<file path="config.mk">
export PLATFORM = sky130hd
export DESIGN_NAME = multi_channel_pulse_off_scheduler
export DESIGN_NICKNAME = d
export VERILOG_FILES = /design/src/design/mcpos_pkg.sv /design/src/design/multi_channel_pulse_off_scheduler.sv /design/src/design/mcpos_ram.sv /design/src/design/mcpos_datapath.sv /design/src/design/mcpos_ctrl.sv
export SDC_FILE = /design/constraint.sdc
export NUM_CORES = 2
export LEC_CHECK = 0
export BUFFER_PORTS_ARGS = -buffer_cell sky130_fd_sc_hd__buf_2
export CORE_MARGIN = 2
export CORE_UTILIZATION = 60
export DETAILED_ROUTE_END_ITERATION = 8
export GPL_TIMING_DRIVEN = 0
export MAX_ROUTING_LAYER = met4
export PLACE_DENSITY = 0.8
export SYNTH_ARGS = -nofsm -noshare
export SYNTH_HDL_FRONTEND = slang
export SYNTH_SLANG_ARGS = --single-unit
</file>
<file path="constraint.sdc">
create_clock -name clk_i -period 8 [get_ports clk_i]
set_clock_uncertainty 0.05 [all_clocks]
set_input_delay 2 -clock clk_i [delete_from_list [all_inputs] [get_ports clk_i]]
set_output_delay 2 -clock clk_i [all_outputs]
set_load 0.005 [all_outputs]
</file>
<file path="src/design/mcpos_pkg.sv">
package mcpos_pkg;

  localparam int unsigned CFG_IDX_W  = 2;
  localparam int unsigned CFG_DATA_W = 32;
  localparam int unsigned LEN_W      = 32;
  localparam int unsigned CHAN_W     = 8;
  localparam int unsigned WIN_W      = 16;
  localparam int unsigned OUT_BITS   = 32;

  localparam logic [LEN_W-1:0] MAX_LENGTH_RST   = 32'd100000;
  localparam logic [LEN_W-1:0] MIN_LENGTH_RST   = 32'd100;
  localparam logic [WIN_W-1:0] OFF_WINDOW_RST   = 16'd50;
  localparam logic [WIN_W-1:0] LATENCY_COMP_RST = 16'd10;

  typedef enum logic [CFG_IDX_W-1:0] {
    CFG_MAX_LENGTH   = 2'd0,
    CFG_MIN_LENGTH   = 2'd1,
    CFG_OFF_WINDOW   = 2'd2,
    CFG_LATENCY_COMP = 2'd3
  } cfg_reg_e;

  typedef enum logic {
    FUNC_PLAY = 1'b0,
    FUNC_TICK = 1'b1
  } func_e;

  typedef enum logic [1:0] {
    LEN_CL_NONE = 2'd0,
    LEN_CL_MAX  = 2'd1,
    LEN_CL_MIN  = 2'd2
  } len_cl_e;

  typedef struct packed {
    logic              func;
    logic [CHAN_W-1:0] channel;
    logic [LEN_W-1:0]  pulse_length;
  } in_item_t;

  typedef struct packed {
    logic [OUT_BITS-1:0] outputs_on;
    logic                refused;
    logic                channel_clamped;
    logic [1:0]          length_clamped;
    logic                missed;
    logic                fired;
  } out_item_t;

  typedef struct packed {
    logic latch;     // capture accepted transaction
    logic exec;      // apply tick or play
    logic scan_step; // walk the off-time memory
    logic scan_end;  // fold min into compare, settle counter
    logic load_out;  // move result into output register
  } cmd_t;

  typedef struct packed {
    logic need_scan;
    logic scan_done;
  } status_t;

endpackage

</file>
<file path="src/design/multi_channel_pulse_off_scheduler.sv">
// Pulse scheduler for NUM_CHANNELS outputs against a TIME_BITS tick counter. Each
// transaction (play or tick) yields one result. A tick that does not reach the compare
// time and a refused play go from the execute state straight to the finish state, which
// loads the result register. A play that switches a channel on, and a tick that hits the
// compare time, walk the off-time memory one entry per cycle to find the earliest off
// time (a tick also switches off due channels); that walk through the single read
// port of the off-time RAM sets the rate. The input is ready again in the cycle after the
// result is loaded. A new transaction is taken once the previous result sits in the
// output register, even while it is still waiting to be read; the next result then
// waits until that read. No clearing pass after reset: the per-channel on bits mark
// which off times are live.
module multi_channel_pulse_off_scheduler #(
  parameter int unsigned NUM_CHANNELS = 32,
  parameter int unsigned TIME_BITS    = 32
) (
  input  logic                             clk_i,
  input  logic                             rst_ni,
  input  logic                             cfg_we_i,
  input  logic [mcpos_pkg::CFG_IDX_W-1:0]  cfg_idx_i,
  input  logic [mcpos_pkg::CFG_DATA_W-1:0] cfg_wdata_i,
  input  logic                             in_valid_i,
  output logic                             in_ready_o,
  input  mcpos_pkg::in_item_t              in_data_i,
  output logic                             out_valid_o,
  input  logic                             out_ready_i,
  output mcpos_pkg::out_item_t             out_data_o
);

  mcpos_pkg::cmd_t    cmd;
  mcpos_pkg::status_t status;

  mcpos_ctrl u_ctrl (
    .clk_i       (clk_i),
    .rst_ni      (rst_ni),
    .in_valid_i  (in_valid_i),
    .in_ready_o  (in_ready_o),
    .out_valid_o (out_valid_o),
    .out_ready_i (out_ready_i),
    .cmd_o       (cmd),
    .status_i    (status)
  );

  mcpos_datapath #(
    .NUM_CHANNELS (NUM_CHANNELS),
    .TIME_BITS    (TIME_BITS)
  ) u_datapath (
    .clk_i       (clk_i),
    .rst_ni      (rst_ni),
    .cfg_we_i    (cfg_we_i),
    .cfg_idx_i   (cfg_idx_i),
    .cfg_wdata_i (cfg_wdata_i),
    .in_data_i   (in_data_i),
    .out_data_o  (out_data_o),
    .cmd_i       (cmd),
    .status_o    (status)
  );

endmodule

</file>
<file path="src/design/mcpos_ram.sv">
module mcpos_ram #(
  parameter int unsigned WIDTH = 32,
  parameter int unsigned DEPTH = 32
) (
  input  logic                                         clk_i,
  input  logic                                         we_i,
  input  logic [((DEPTH > 1) ? $clog2(DEPTH) : 1)-1:0] waddr_i,
  input  logic [WIDTH-1:0]                             wdata_i,
  input  logic [((DEPTH > 1) ? $clog2(DEPTH) : 1)-1:0] raddr_i,
  output logic [WIDTH-1:0]                             rdata_o
);

  logic [WIDTH-1:0] mem [DEPTH];

  always_ff @(posedge clk_i) begin
    if (we_i) begin
      mem[waddr_i] <= wdata_i;
    end
    rdata_o <= mem[raddr_i];
  end

endmodule

</file>
<file path="src/design/mcpos_datapath.sv">
module mcpos_datapath #(
  parameter int unsigned NUM_CHANNELS = 32,
  parameter int unsigned TIME_BITS    = 32
) (
  input  logic                               clk_i,
  input  logic                               rst_ni,
  input  logic                               cfg_we_i,
  input  logic [mcpos_pkg::CFG_IDX_W-1:0]    cfg_idx_i,
  input  logic [mcpos_pkg::CFG_DATA_W-1:0]   cfg_wdata_i,
  input  mcpos_pkg::in_item_t                in_data_i,
  output mcpos_pkg::out_item_t               out_data_o,
  input  mcpos_pkg::cmd_t                    cmd_i,
  output mcpos_pkg::status_t                 status_o
);

  localparam int unsigned CH_W = (NUM_CHANNELS > 1) ? $clog2(NUM_CHANNELS) : 1;
  localparam logic [CH_W:0] LAST_IDX = (CH_W + 1)'(NUM_CHANNELS);
  localparam logic [CH_W-1:0] TOP_CH = CH_W'(NUM_CHANNELS - 1);
  localparam logic [mcpos_pkg::CHAN_W-1:0] NCH_8 = mcpos_pkg::CHAN_W'(NUM_CHANNELS);

  // configuration
  logic [mcpos_pkg::LEN_W-1:0] max_len_q, min_len_q;
  logic [mcpos_pkg::WIN_W-1:0] win_q, lat_q;

  always_ff @(posedge clk_i or negedge rst_ni) begin
    if (!rst_ni) begin
      max_len_q <= mcpos_pkg::MAX_LENGTH_RST;
      min_len_q <= mcpos_pkg::MIN_LENGTH_RST;
      win_q     <= mcpos_pkg::OFF_WINDOW_RST;
      lat_q     <= mcpos_pkg::LATENCY_COMP_RST;
    end else if (cfg_we_i) begin
      unique case (mcpos_pkg::cfg_reg_e'(cfg_idx_i))
        mcpos_pkg::CFG_MAX_LENGTH:   max_len_q <= cfg_wdata_i;
        mcpos_pkg::CFG_MIN_LENGTH:   min_len_q <= cfg_wdata_i;
        mcpos_pkg::CFG_OFF_WINDOW:   win_q     <= cfg_wdata_i[mcpos_pkg::WIN_W-1:0];
        mcpos_pkg::CFG_LATENCY_COMP: lat_q     <= cfg_wdata_i[mcpos_pkg::WIN_W-1:0];
        default: ;
      endcase
    end
  end

  // transaction capture with clamping
  logic                        func_q, ch_cl_q;
  logic [CH_W-1:0]             ch_q;
  logic [mcpos_pkg::LEN_W-1:0] len_q;
  logic [1:0]                  len_cl_q;

  logic                        ch_over;
  logic [mcpos_pkg::LEN_W-1:0] len_a, len_b;
  logic [1:0]                  len_cl_a, len_cl_b;

  always_comb begin
    ch_over  = in_data_i.channel >= NCH_8;
    len_a    = in_data_i.pulse_length;
    len_cl_a = mcpos_pkg::LEN_CL_NONE;
    if (len_a >= max_len_q) begin
      len_a    = max_len_q;
      len_cl_a = mcpos_pkg::LEN_CL_MAX;
    end
    len_b    = len_a;
    len_cl_b = len_cl_a;
    if (len_a <= min_len_q) begin
      len_b    = min_len_q;
      len_cl_b = mcpos_pkg::LEN_CL_MIN;
    end
  end

  always_ff @(posedge clk_i) begin
    if (cmd_i.latch) begin
      func_q   <= in_data_i.func;
      ch_q     <= ch_over ? TOP_CH : in_data_i.channel[CH_W-1:0];
      ch_cl_q  <= ch_over;
      len_q    <= len_b;
      len_cl_q <= len_cl_b;
    end
  end

  // timing state
  logic [NUM_CHANNELS-1:0] on_q, on_d;
  logic [TIME_BITS-1:0]    count_q, count_d, cmp_q, cmp_d;
  logic [TIME_BITS-1:0]    cnt_inc, off_new, win_end, lo_q, lo_d, eff, cnt_end;
  logic [CH_W:0]           idx_q, idx_d;
  logic [CH_W-1:0]         rd_idx_q;
  logic                    rd_vld_q, rd_vld_d;
  logic                    is_tick, match, busy_ch, ram_we, due;
  logic [TIME_BITS-1:0]    rdata;

  logic refused_q, refused_d, missed_q, missed_d, fired_q, fired_d;

  assign is_tick = (func_q == mcpos_pkg::FUNC_TICK);
  assign cnt_inc = count_q + TIME_BITS'(1);
  assign match   = (cnt_inc == cmp_q);
  assign busy_ch = on_q[ch_q];
  assign off_new = count_q + len_q[TIME_BITS-1:0] - TIME_BITS'(lat_q);
  assign win_end = cmp_q + TIME_BITS'(win_q);
  assign ram_we  = cmd_i.exec && !is_tick && !busy_ch;
  assign eff     = on_q[rd_idx_q] ? rdata : '1;
  assign due     = is_tick && (eff >= cmp_q) && (eff <= win_end);
  // counter returns to zero once a switch-off pass leaves every channel off
  assign cnt_end = (is_tick && (on_q == '0)) ? '0 : count_q;

  assign status_o.need_scan = is_tick ? match : !busy_ch;
  assign status_o.scan_done = (idx_q == LAST_IDX) && !rd_vld_q;

  mcpos_ram #(
    .WIDTH (TIME_BITS),
    .DEPTH (NUM_CHANNELS)
  ) u_off_ram (
    .clk_i   (clk_i),
    .we_i    (ram_we),
    .waddr_i (ch_q),
    .wdata_i (off_new),
    .raddr_i (idx_q[CH_W-1:0]),
    .rdata_o (rdata)
  );

  always_comb begin
    on_d      = on_q;
    count_d   = count_q;
    cmp_d     = cmp_q;
    idx_d     = idx_q;
    rd_vld_d  = 1'b0;
    lo_d      = lo_q;
    refused_d = refused_q;
    missed_d  = missed_q;
    fired_d   = fired_q;
    if (cmd_i.exec) begin
      idx_d     = '0;
      lo_d      = '1;
      missed_d  = 1'b0;
      refused_d = 1'b0;
      fired_d   = 1'b0;
      if (is_tick) begin
        count_d = cnt_inc;
        fired_d = match;
      end else if (busy_ch) begin
        refused_d = 1'b1;
      end else begin
        on_d[ch_q] = 1'b1;
      end
    end
    if (cmd_i.scan_step) begin
      if (idx_q != LAST_IDX) begin
        idx_d    = idx_q + (CH_W + 1)'(1);
        rd_vld_d = 1'b1;
      end
      if (rd_vld_q) begin
        if (due) begin
          on_d[rd_idx_q] = 1'b0;
        end else if (eff < lo_q) begin
          lo_d = eff;
        end
      end
    end
    if (cmd_i.scan_end) begin
      count_d  = cnt_end;
      missed_d = lo_q < cnt_end;
      if (!(lo_q < cnt_end)) begin
        cmp_d = lo_q;
      end
    end
  end

  always_ff @(posedge clk_i or negedge rst_ni) begin
    if (!rst_ni) begin
      on_q     <= '0;
      count_q  <= '0;
      cmp_q    <= '1;
      idx_q    <= '0;
      rd_vld_q <= 1'b0;
    end else begin
      on_q     <= on_d;
      count_q  <= count_d;
      cmp_q    <= cmp_d;
      idx_q    <= idx_d;
      rd_vld_q <= rd_vld_d;
    end
  end

  always_ff @(posedge clk_i) begin
    rd_idx_q  <= idx_q[CH_W-1:0];
    lo_q      <= lo_d;
    refused_q <= refused_d;
    missed_q  <= missed_d;
    fired_q   <= fired_d;
  end

  // result register
  logic [mcpos_pkg::OUT_BITS-1:0] on_vis;

  for (genvar i = 0; i < mcpos_pkg::OUT_BITS; i++) begin : g_vis
    if (i < NUM_CHANNELS) begin : g_on
      assign on_vis[i] = on_q[i];
    end else begin : g_off
      assign on_vis[i] = 1'b0;
    end
  end

  always_ff @(posedge clk_i) begin
    if (cmd_i.load_out) begin
      out_data_o.outputs_on      <= on_vis;
      out_data_o.refused         <= refused_q;
      out_data_o.channel_clamped <= is_tick ? 1'b0 : ch_cl_q;
      out_data_o.length_clamped  <= is_tick ? mcpos_pkg::LEN_CL_NONE : len_cl_q;
      out_data_o.missed          <= missed_q;
      out_data_o.fired           <= fired_q;
    end
  end

endmodule

</file>
<file path="src/design/mcpos_ctrl.sv">
module mcpos_ctrl (
  input  logic               clk_i,
  input  logic               rst_ni,
  input  logic               in_valid_i,
  output logic               in_ready_o,
  output logic               out_valid_o,
  input  logic               out_ready_i,
  output mcpos_pkg::cmd_t    cmd_o,
  input  mcpos_pkg::status_t status_i
);

  typedef enum logic [3:0] {
    S_IDLE   = 4'b0001,
    S_EXEC   = 4'b0010,
    S_SCAN   = 4'b0100,
    S_FINISH = 4'b1000
  } state_e;

  state_e state_q, state_d;
  logic   out_valid_q, out_valid_d;
  logic   out_free;

  assign out_free    = !out_valid_q || out_ready_i;
  assign in_ready_o  = (state_q == S_IDLE);
  assign out_valid_o = out_valid_q;

  always_comb begin
    state_d = state_q;
    cmd_o   = '0;
    unique case (state_q)
      S_IDLE: begin
        if (in_valid_i) begin
          cmd_o.latch = 1'b1;
          state_d     = S_EXEC;
        end
      end
      S_EXEC: begin
        cmd_o.exec = 1'b1;
        state_d    = status_i.need_scan ? S_SCAN : S_FINISH;
      end
      S_SCAN: begin
        cmd_o.scan_step = 1'b1;
        if (status_i.scan_done) begin
          cmd_o.scan_end = 1'b1;
          state_d        = S_FINISH;
        end
      end
      S_FINISH: begin
        if (out_free) begin
          cmd_o.load_out = 1'b1;
          state_d        = S_IDLE;
        end
      end
      default: state_d = S_IDLE;
    endcase
  end

  always_comb begin
    out_valid_d = out_valid_q;
    if (cmd_o.load_out) begin
      out_valid_d = 1'b1;
    end else if (out_ready_i) begin
      out_valid_d = 1'b0;
    end
  end

  always_ff @(posedge clk_i or negedge rst_ni) begin
    if (!rst_ni) begin
      state_q     <= S_IDLE;
      out_valid_q <= 1'b0;
    end else begin
      state_q     <= state_d;
      out_valid_q <= out_valid_d;
    end
  end

endmodule

</file>
# [Word level (Yosys, flattened, before mapping)]
# Memories as Yosys holds them, arrays and structs flattened. A register that Yosys moved wholly into a read port is not among the register bits.
# Index checks and enable logic that the tools add are counted.
[totals] n_memories=1 ram_bits=1024 out_inout_bits=40 elab_cells=138 ff_bits=323
[classes] add_sub_neg=5 bitwise=4 n_mux=52 magnitude_cmp=11 n_reduce_logical=25 eq_ne=13
[memory_table] memory="u_datapath.u_off_ram.mem" depth=32 width=32 read_ports=1 rd_clocked_by_memory_dff=1 wr=1 line_no="mcpos_ram.sv:13" source="logic [WIDTH-1:0] mem [DEPTH];"
[ops] cell="$mux 32" count=18
[ops] cell="$ge 32x32->1" count=2
[ops] cell="$le 32x32->1" count=2
[ops] cell="$lt 32x32->1" count=2
[ops] cell="$add 32x1->32 const B" count=1
[ops] cell="$add 32x16->32" count=1
[ops] cell="$add 32x32->32" count=1
[ops] cell="$and 32x32->32" count=1
[ops] cell="$eq 32x32->1" count=1
[ops] cell="$logic_not 32->1" count=1
[ops] cell="$not 32->32" count=1
[ops] cell="$or 32x32->32" count=1
[ops] cell="$sub 32x16->32" count=1
[ops] cell="$mux 1" count=21
[ops] cell="$mux 6" count=3
[ops] cell="$mux 4" count=4
[ops] cell="$pmux 4 s4" count=1
[ops] cell="$lt 5x6->1 const B" count=2
[ops] cell="$reduce_and 2->1" count=6
[ops] cell="$bmux 1 s5" count=2
[ops] cell="$demux 1 s5" count=2
[ops] cell="$ge 5x1->1 const B" count=2
[ops] cell="$ge 8x6->1 const B" count=1
[ops] cell="$logic_and 1x1->1" count=8
[ops] cell="other kinds (18)" count=25

# [Logic depth before layout (Yosys ltp)]
[depth] depth_word=12 ltp_mapped=21 ltp_nobuf=20

# [Cells and area by module]
# Synthesis repeated with hierarchy kept, for this count alone.
[unflattened] hier_cells=4580 hier_area_um2=63161.8
[modules_own_cells] module="mcpos_ram" area_each_um2=40485.1 seq_area_each_um2=31390.1 cells_each=2260 n_inst=1
[modules_own_cells] module="mcpos_datapath" area_each_um2=22380.2 seq_area_each_um2=8240.4 cells_each=2293 n_inst=1
[modules_own_cells] module="mcpos_ctrl" area_each_um2=296.5 seq_area_each_um2=126.4 cells_each=27 n_inst=1

# [Worst setup path before layout]
# Ideal clock, no wire load.
[synth_path] path_type="input port to flip-flop" from="input port in_data_i[29] (netlist name)" to="register u_datapath.len_q[24] (netlist name) (data pin)" slack_ps=1643 stages=19 arrival_time_ps=6045 setup_time_ps=262 path_cell_list="ha_1 nand4_1 nor2_1 nand2_1 nor3_1 o211ai_1 nand3_1 buf_1 mux2_2 ha_1 a21o_1 a21o_1 a211o_1 o211ai_1 a21oi_1 a2111oi_0 a21oi_1 clkbuf_1 mux2_1"
[synth_between] elab_chain_cells=4
[synth_lines] item="start, declared" line_no="multi_channel_pulse_off_scheduler.sv:23" source="input mcpos_pkg::in_item_t in_data_i,"
[synth_lines] item="$ge 32x32->1" line_no="mcpos_datapath.sv:56" source="if (len_a >= max_len_q) begin"
[synth_lines] item="$mux 32 (*)" line_no="mcpos_datapath.sv:56"
[synth_lines] item="$le 32x32->1" line_no="mcpos_datapath.sv:62" source="if (len_a <= min_len_q) begin"
[synth_lines] item="$mux 32 (*)" line_no="mcpos_datapath.sv:62"
[synth_lines] item="via u_datapath.len_b, one bit" line_no="mcpos_datapath.sv:49" source="logic [mcpos_pkg::LEN_W-1:0] len_a, len_b;"
[synth_lines] item="end signal, assigned" line_no="mcpos_datapath.sv:73" source="len_q <= len_b;"
[synth_lines] item="end, declared" line_no="mcpos_datapath.sv:45" source="logic [mcpos_pkg::LEN_W-1:0] len_q;"
# Mark *: on every way through the listed nets, which the timed path passes. The rest lies on a longest branch.
# A chain may end at the register's enable or synchronous reset.

# [Worst setup path after layout]
# Same ends and word-level chain as after synthesis.

==> metrics <==
status complete, but fails checks; failing checks design-rule violations, max-capacitance violations, max-slew violations; FP Rows 118; RSZ-0062 raised after global routing no; via count 40571; routability cong. 0.971; Distinct cells, synth 88; fraction of layout cells with a size suffix above 1 22.4%; critical path, cell by cell buf_2 -> ha_1 -> nand4_1 -> nor2_1 -> nand2_1 -> nor3_1 -> o211ai_1 -> nand3_1 -> buf_1 -> mux2_2 -> ha_1 -> nand4_1 -> nor4_1 -> nand2_1 -> a21oi_1 -> a2111oi_0 -> a21oi_1 -> clkbuf_1 -> mux2_1; final setup vio count 0; Worst VDD drop 0.280 mV; max_slew headroom -0.0105%; # clock sinks 1379; hold_buf cts 0; Post-synth EDFFs 1106; Max-Cap Viols 1; crit-path max FO 10; GR Util All Layers 37.4%; WL/cell 33.4 µm; Worst Path Buf+Inv 3; core area 104000 µm²; GR Util met2 56.0%; CP max stage cell clkbuf_1; area share of the largest cell type after synthesis 52.9%; Worst setup SP type primary input; vias in the first global route 39613; Post-CTS Setup Bufs 0; Crit. End Element flop; synthesized area 62700 µm²; DIE WIDTH 327 µm; Post-route DRC 13; initial antenna violation count 3; most frequent cell after synthesis edfxtp_1; grt peak-use layer met2; Synth area leader edfxtp_1; Worst-Margin Slew 1.50 ns; clk slew on worst S/H paths 0.06 ns; Worst EP required 8.44 ns; Post-synth top cells edfxtp_1 (1106), mux4_2 (332), inv_1 (307); clk buf depth 3; first-pass GRT wire length 278 mm; Power Density 360 nW/µm²; Layout area overhead 13.6%; met3 capacity usage during global routing 9.24%; final setup TNS 0 ns; Data arrival, critical path 8.09 ns; Final Critical Period 7.65 ns; Final Max Slew Viols 6; crit share post-route 95.6%; DPL Wire Length 125 mm; leading post-synthesis cells by cell area edfxtp_1 (53%), mux4_2 (12%), dfrtp_1 (6.3%); post-synthesis cell count 3987; slowest stage delay, CP 0.84 ns; DIE AREA 107000 µm²; Post-synth ARST share 14.8%; Yosys warnings 0; Routed WL 194 mm; Syn Area/Cell 15.7 µm²; Max Clock Freq 131 MHz; sequential-to-total area share from yosys stat 63.4%; #FFs+latches synth 1379; Pleak 0.0251 µW; Hold Crit Class reg -> reg; Iteration-0 DRC Markers 6514; CTS tree yes; # H-tree levels 4; Initial Utilization 60.5%; largest net degree at the start of global routing 118; Post-CTS Resized 0; vias per inst 6.98; final hold vios 0; post-layout util 68.8%; Top delay family on crit path simple AND/OR/NAND/NOR gates; Top Ports 120; Power Total 25700 µW; met1 Usage GRT 48.1%; buffers added on ports 119; Final nets 4666; total grt overflow 0; Primary FF master, synth edfxtp_1; CTS root buffer clkbuf_16; DR pass1 iterations 9; Setup CP Type in -> reg; Chip Height 327 µm; clock buffer count from CTS 138; Detail Route Antenna Nets 0; Clk Latency, worst-skew pair 0.79 ns; Mapped Nets 4340
-- cells in the final DEF, fill, tap and decap left out, types with 48 or more instances in the layout --
cell | netlist | layout
edfxtp_1 | 1106 | 1106
ha_1 | 256 | 256
inv_1 | 307 | 307
a21o_1 | 63 | 63
nand4_1 | 61 | 61
o21ai_0 | 83 | 83
nand3_1 | 67 | 67
nand2_1 | 160 | 160
mux4_2 | 332 | 332
clkbuf_1 | 129 | 160
xnor2_1 | 68 | 48
nor2_1 | 204 | 167
buf_2 | 12 | 131
o21ai_1 | 49 | 49
mux2_2 | 128 | 128
a21oi_1 | 112 | 111
dfrtp_1 | 157 | 157
dfxtp_1 | 69 | 69
mux2i_1 | 73 | 73
nor3_1 | 51 | 51
clkbuf_16 | 0 | 138
-- where the power goes --
| part | internal, µW | total [µW] | switching, µW |
|---|---|---|---|
| clock | 3580 | 6560 | 2980 |
| combinational | 2780 | 8180 | 5400 |
| sequential | 10600 | 10900 | 360 |
-- flip-flops by register name, summed over array words and instances, names as in the netlist, 6 cells and up --
register,cells
u_datapath.idx_q,6
u_datapath.min_len_q,32
u_datapath.cmp_q,32
u_datapath.len_q,32
u_datapath.out_data_o,38
u_datapath.on_q,32
u_datapath.max_len_q,32
u_datapath.u_off_ram.rdata_o,32
u_datapath.u_off_ram.mem,1024
u_datapath.count_q,32
u_datapath.lat_q,16
u_datapath.win_q,16
u_datapath.lo_q,32
-- through the flow --
| step | area [µm²] | instances | setup slack, ns | hold slack [ns] |
|---|---|---|---|---|
| global route | 71300 | 5812 | 0.0518 | 0.336 |
| floorplan | 62700 | 3987 | 1.64 | 0.295 |
| global placement | 65100 | 5486 | -0.491 | 0.300 |
| detailed placement | 66700 | 5552 | -0.166 | 0.308 |
| CTS | 71200 | 5808 | 0.593 | 0.325 |
| finish | 71300 | 5813 | 0.354 | 0.326 |
-- final timing paths --
kind,startpoint,end,slack (ns),cells after the start
max in group asynchronous,rst_ni,u_datapath.min_len_q[24],5.62,2
hold reg to reg,u_datapath.idx_q[2],u_datapath.rd_idx_q[2],0.33,0
setup / recovery,in_data_i[29],u_datapath.len_q[24],0.35,19
min in group asynchronous,rst_ni,u_datapath.win_q[7],1.20,1
hold / removal,u_datapath.idx_q[2],u_datapath.rd_idx_q[2],0.33,0
setup reg to reg,u_datapath.max_len_q[29],u_datapath.len_q[24],1.31,19
-- kinds of logic (layout without fill, tap and decap cells) --
family / after synthesis / count (layout) / synth area share, %
flops: 1379 / 1379 / 63.4
simple gates: 701 / 701 / 5.50
mux: 569 / 569 / 16.1
compound gates: 493 / 493 / 5.15
buf+inv: 476 / 918 / 2.93
fa+ha+maj: 273 / 273 / 5.65
xor+xnor: 96 / 96 / 1.34
other cells: 0 / 4 / 0
-- final cells by class --
cell class / count / area, µm²
Antenna cell: 4 / 10.0
Buffer: 165 / 674
Clock buffer: 177 / 3670
Clock inverter: 79 / 856
Fill cell: 6389 / 32400
Inverter: 311 / 1170
Multi-Input combinational cell: 2132 / 21600
Sequential cell: 1379 / 39800
Tap cell: 1380 / 1730
Timing Repair Buffer: 186 / 1800
-- per-layer routing --
| metal | vias up | part of all wire, % |
|---|---|---|
| met1 | 20200 | 35 |
| met2 | 3453 | 46 |
| li1 | 16136 | - |
| met5 | - | 0 |
| met4 | 0 | 6.4 |
| met3 | 782 | 12 |
Power figures use the tool's default switching activity.
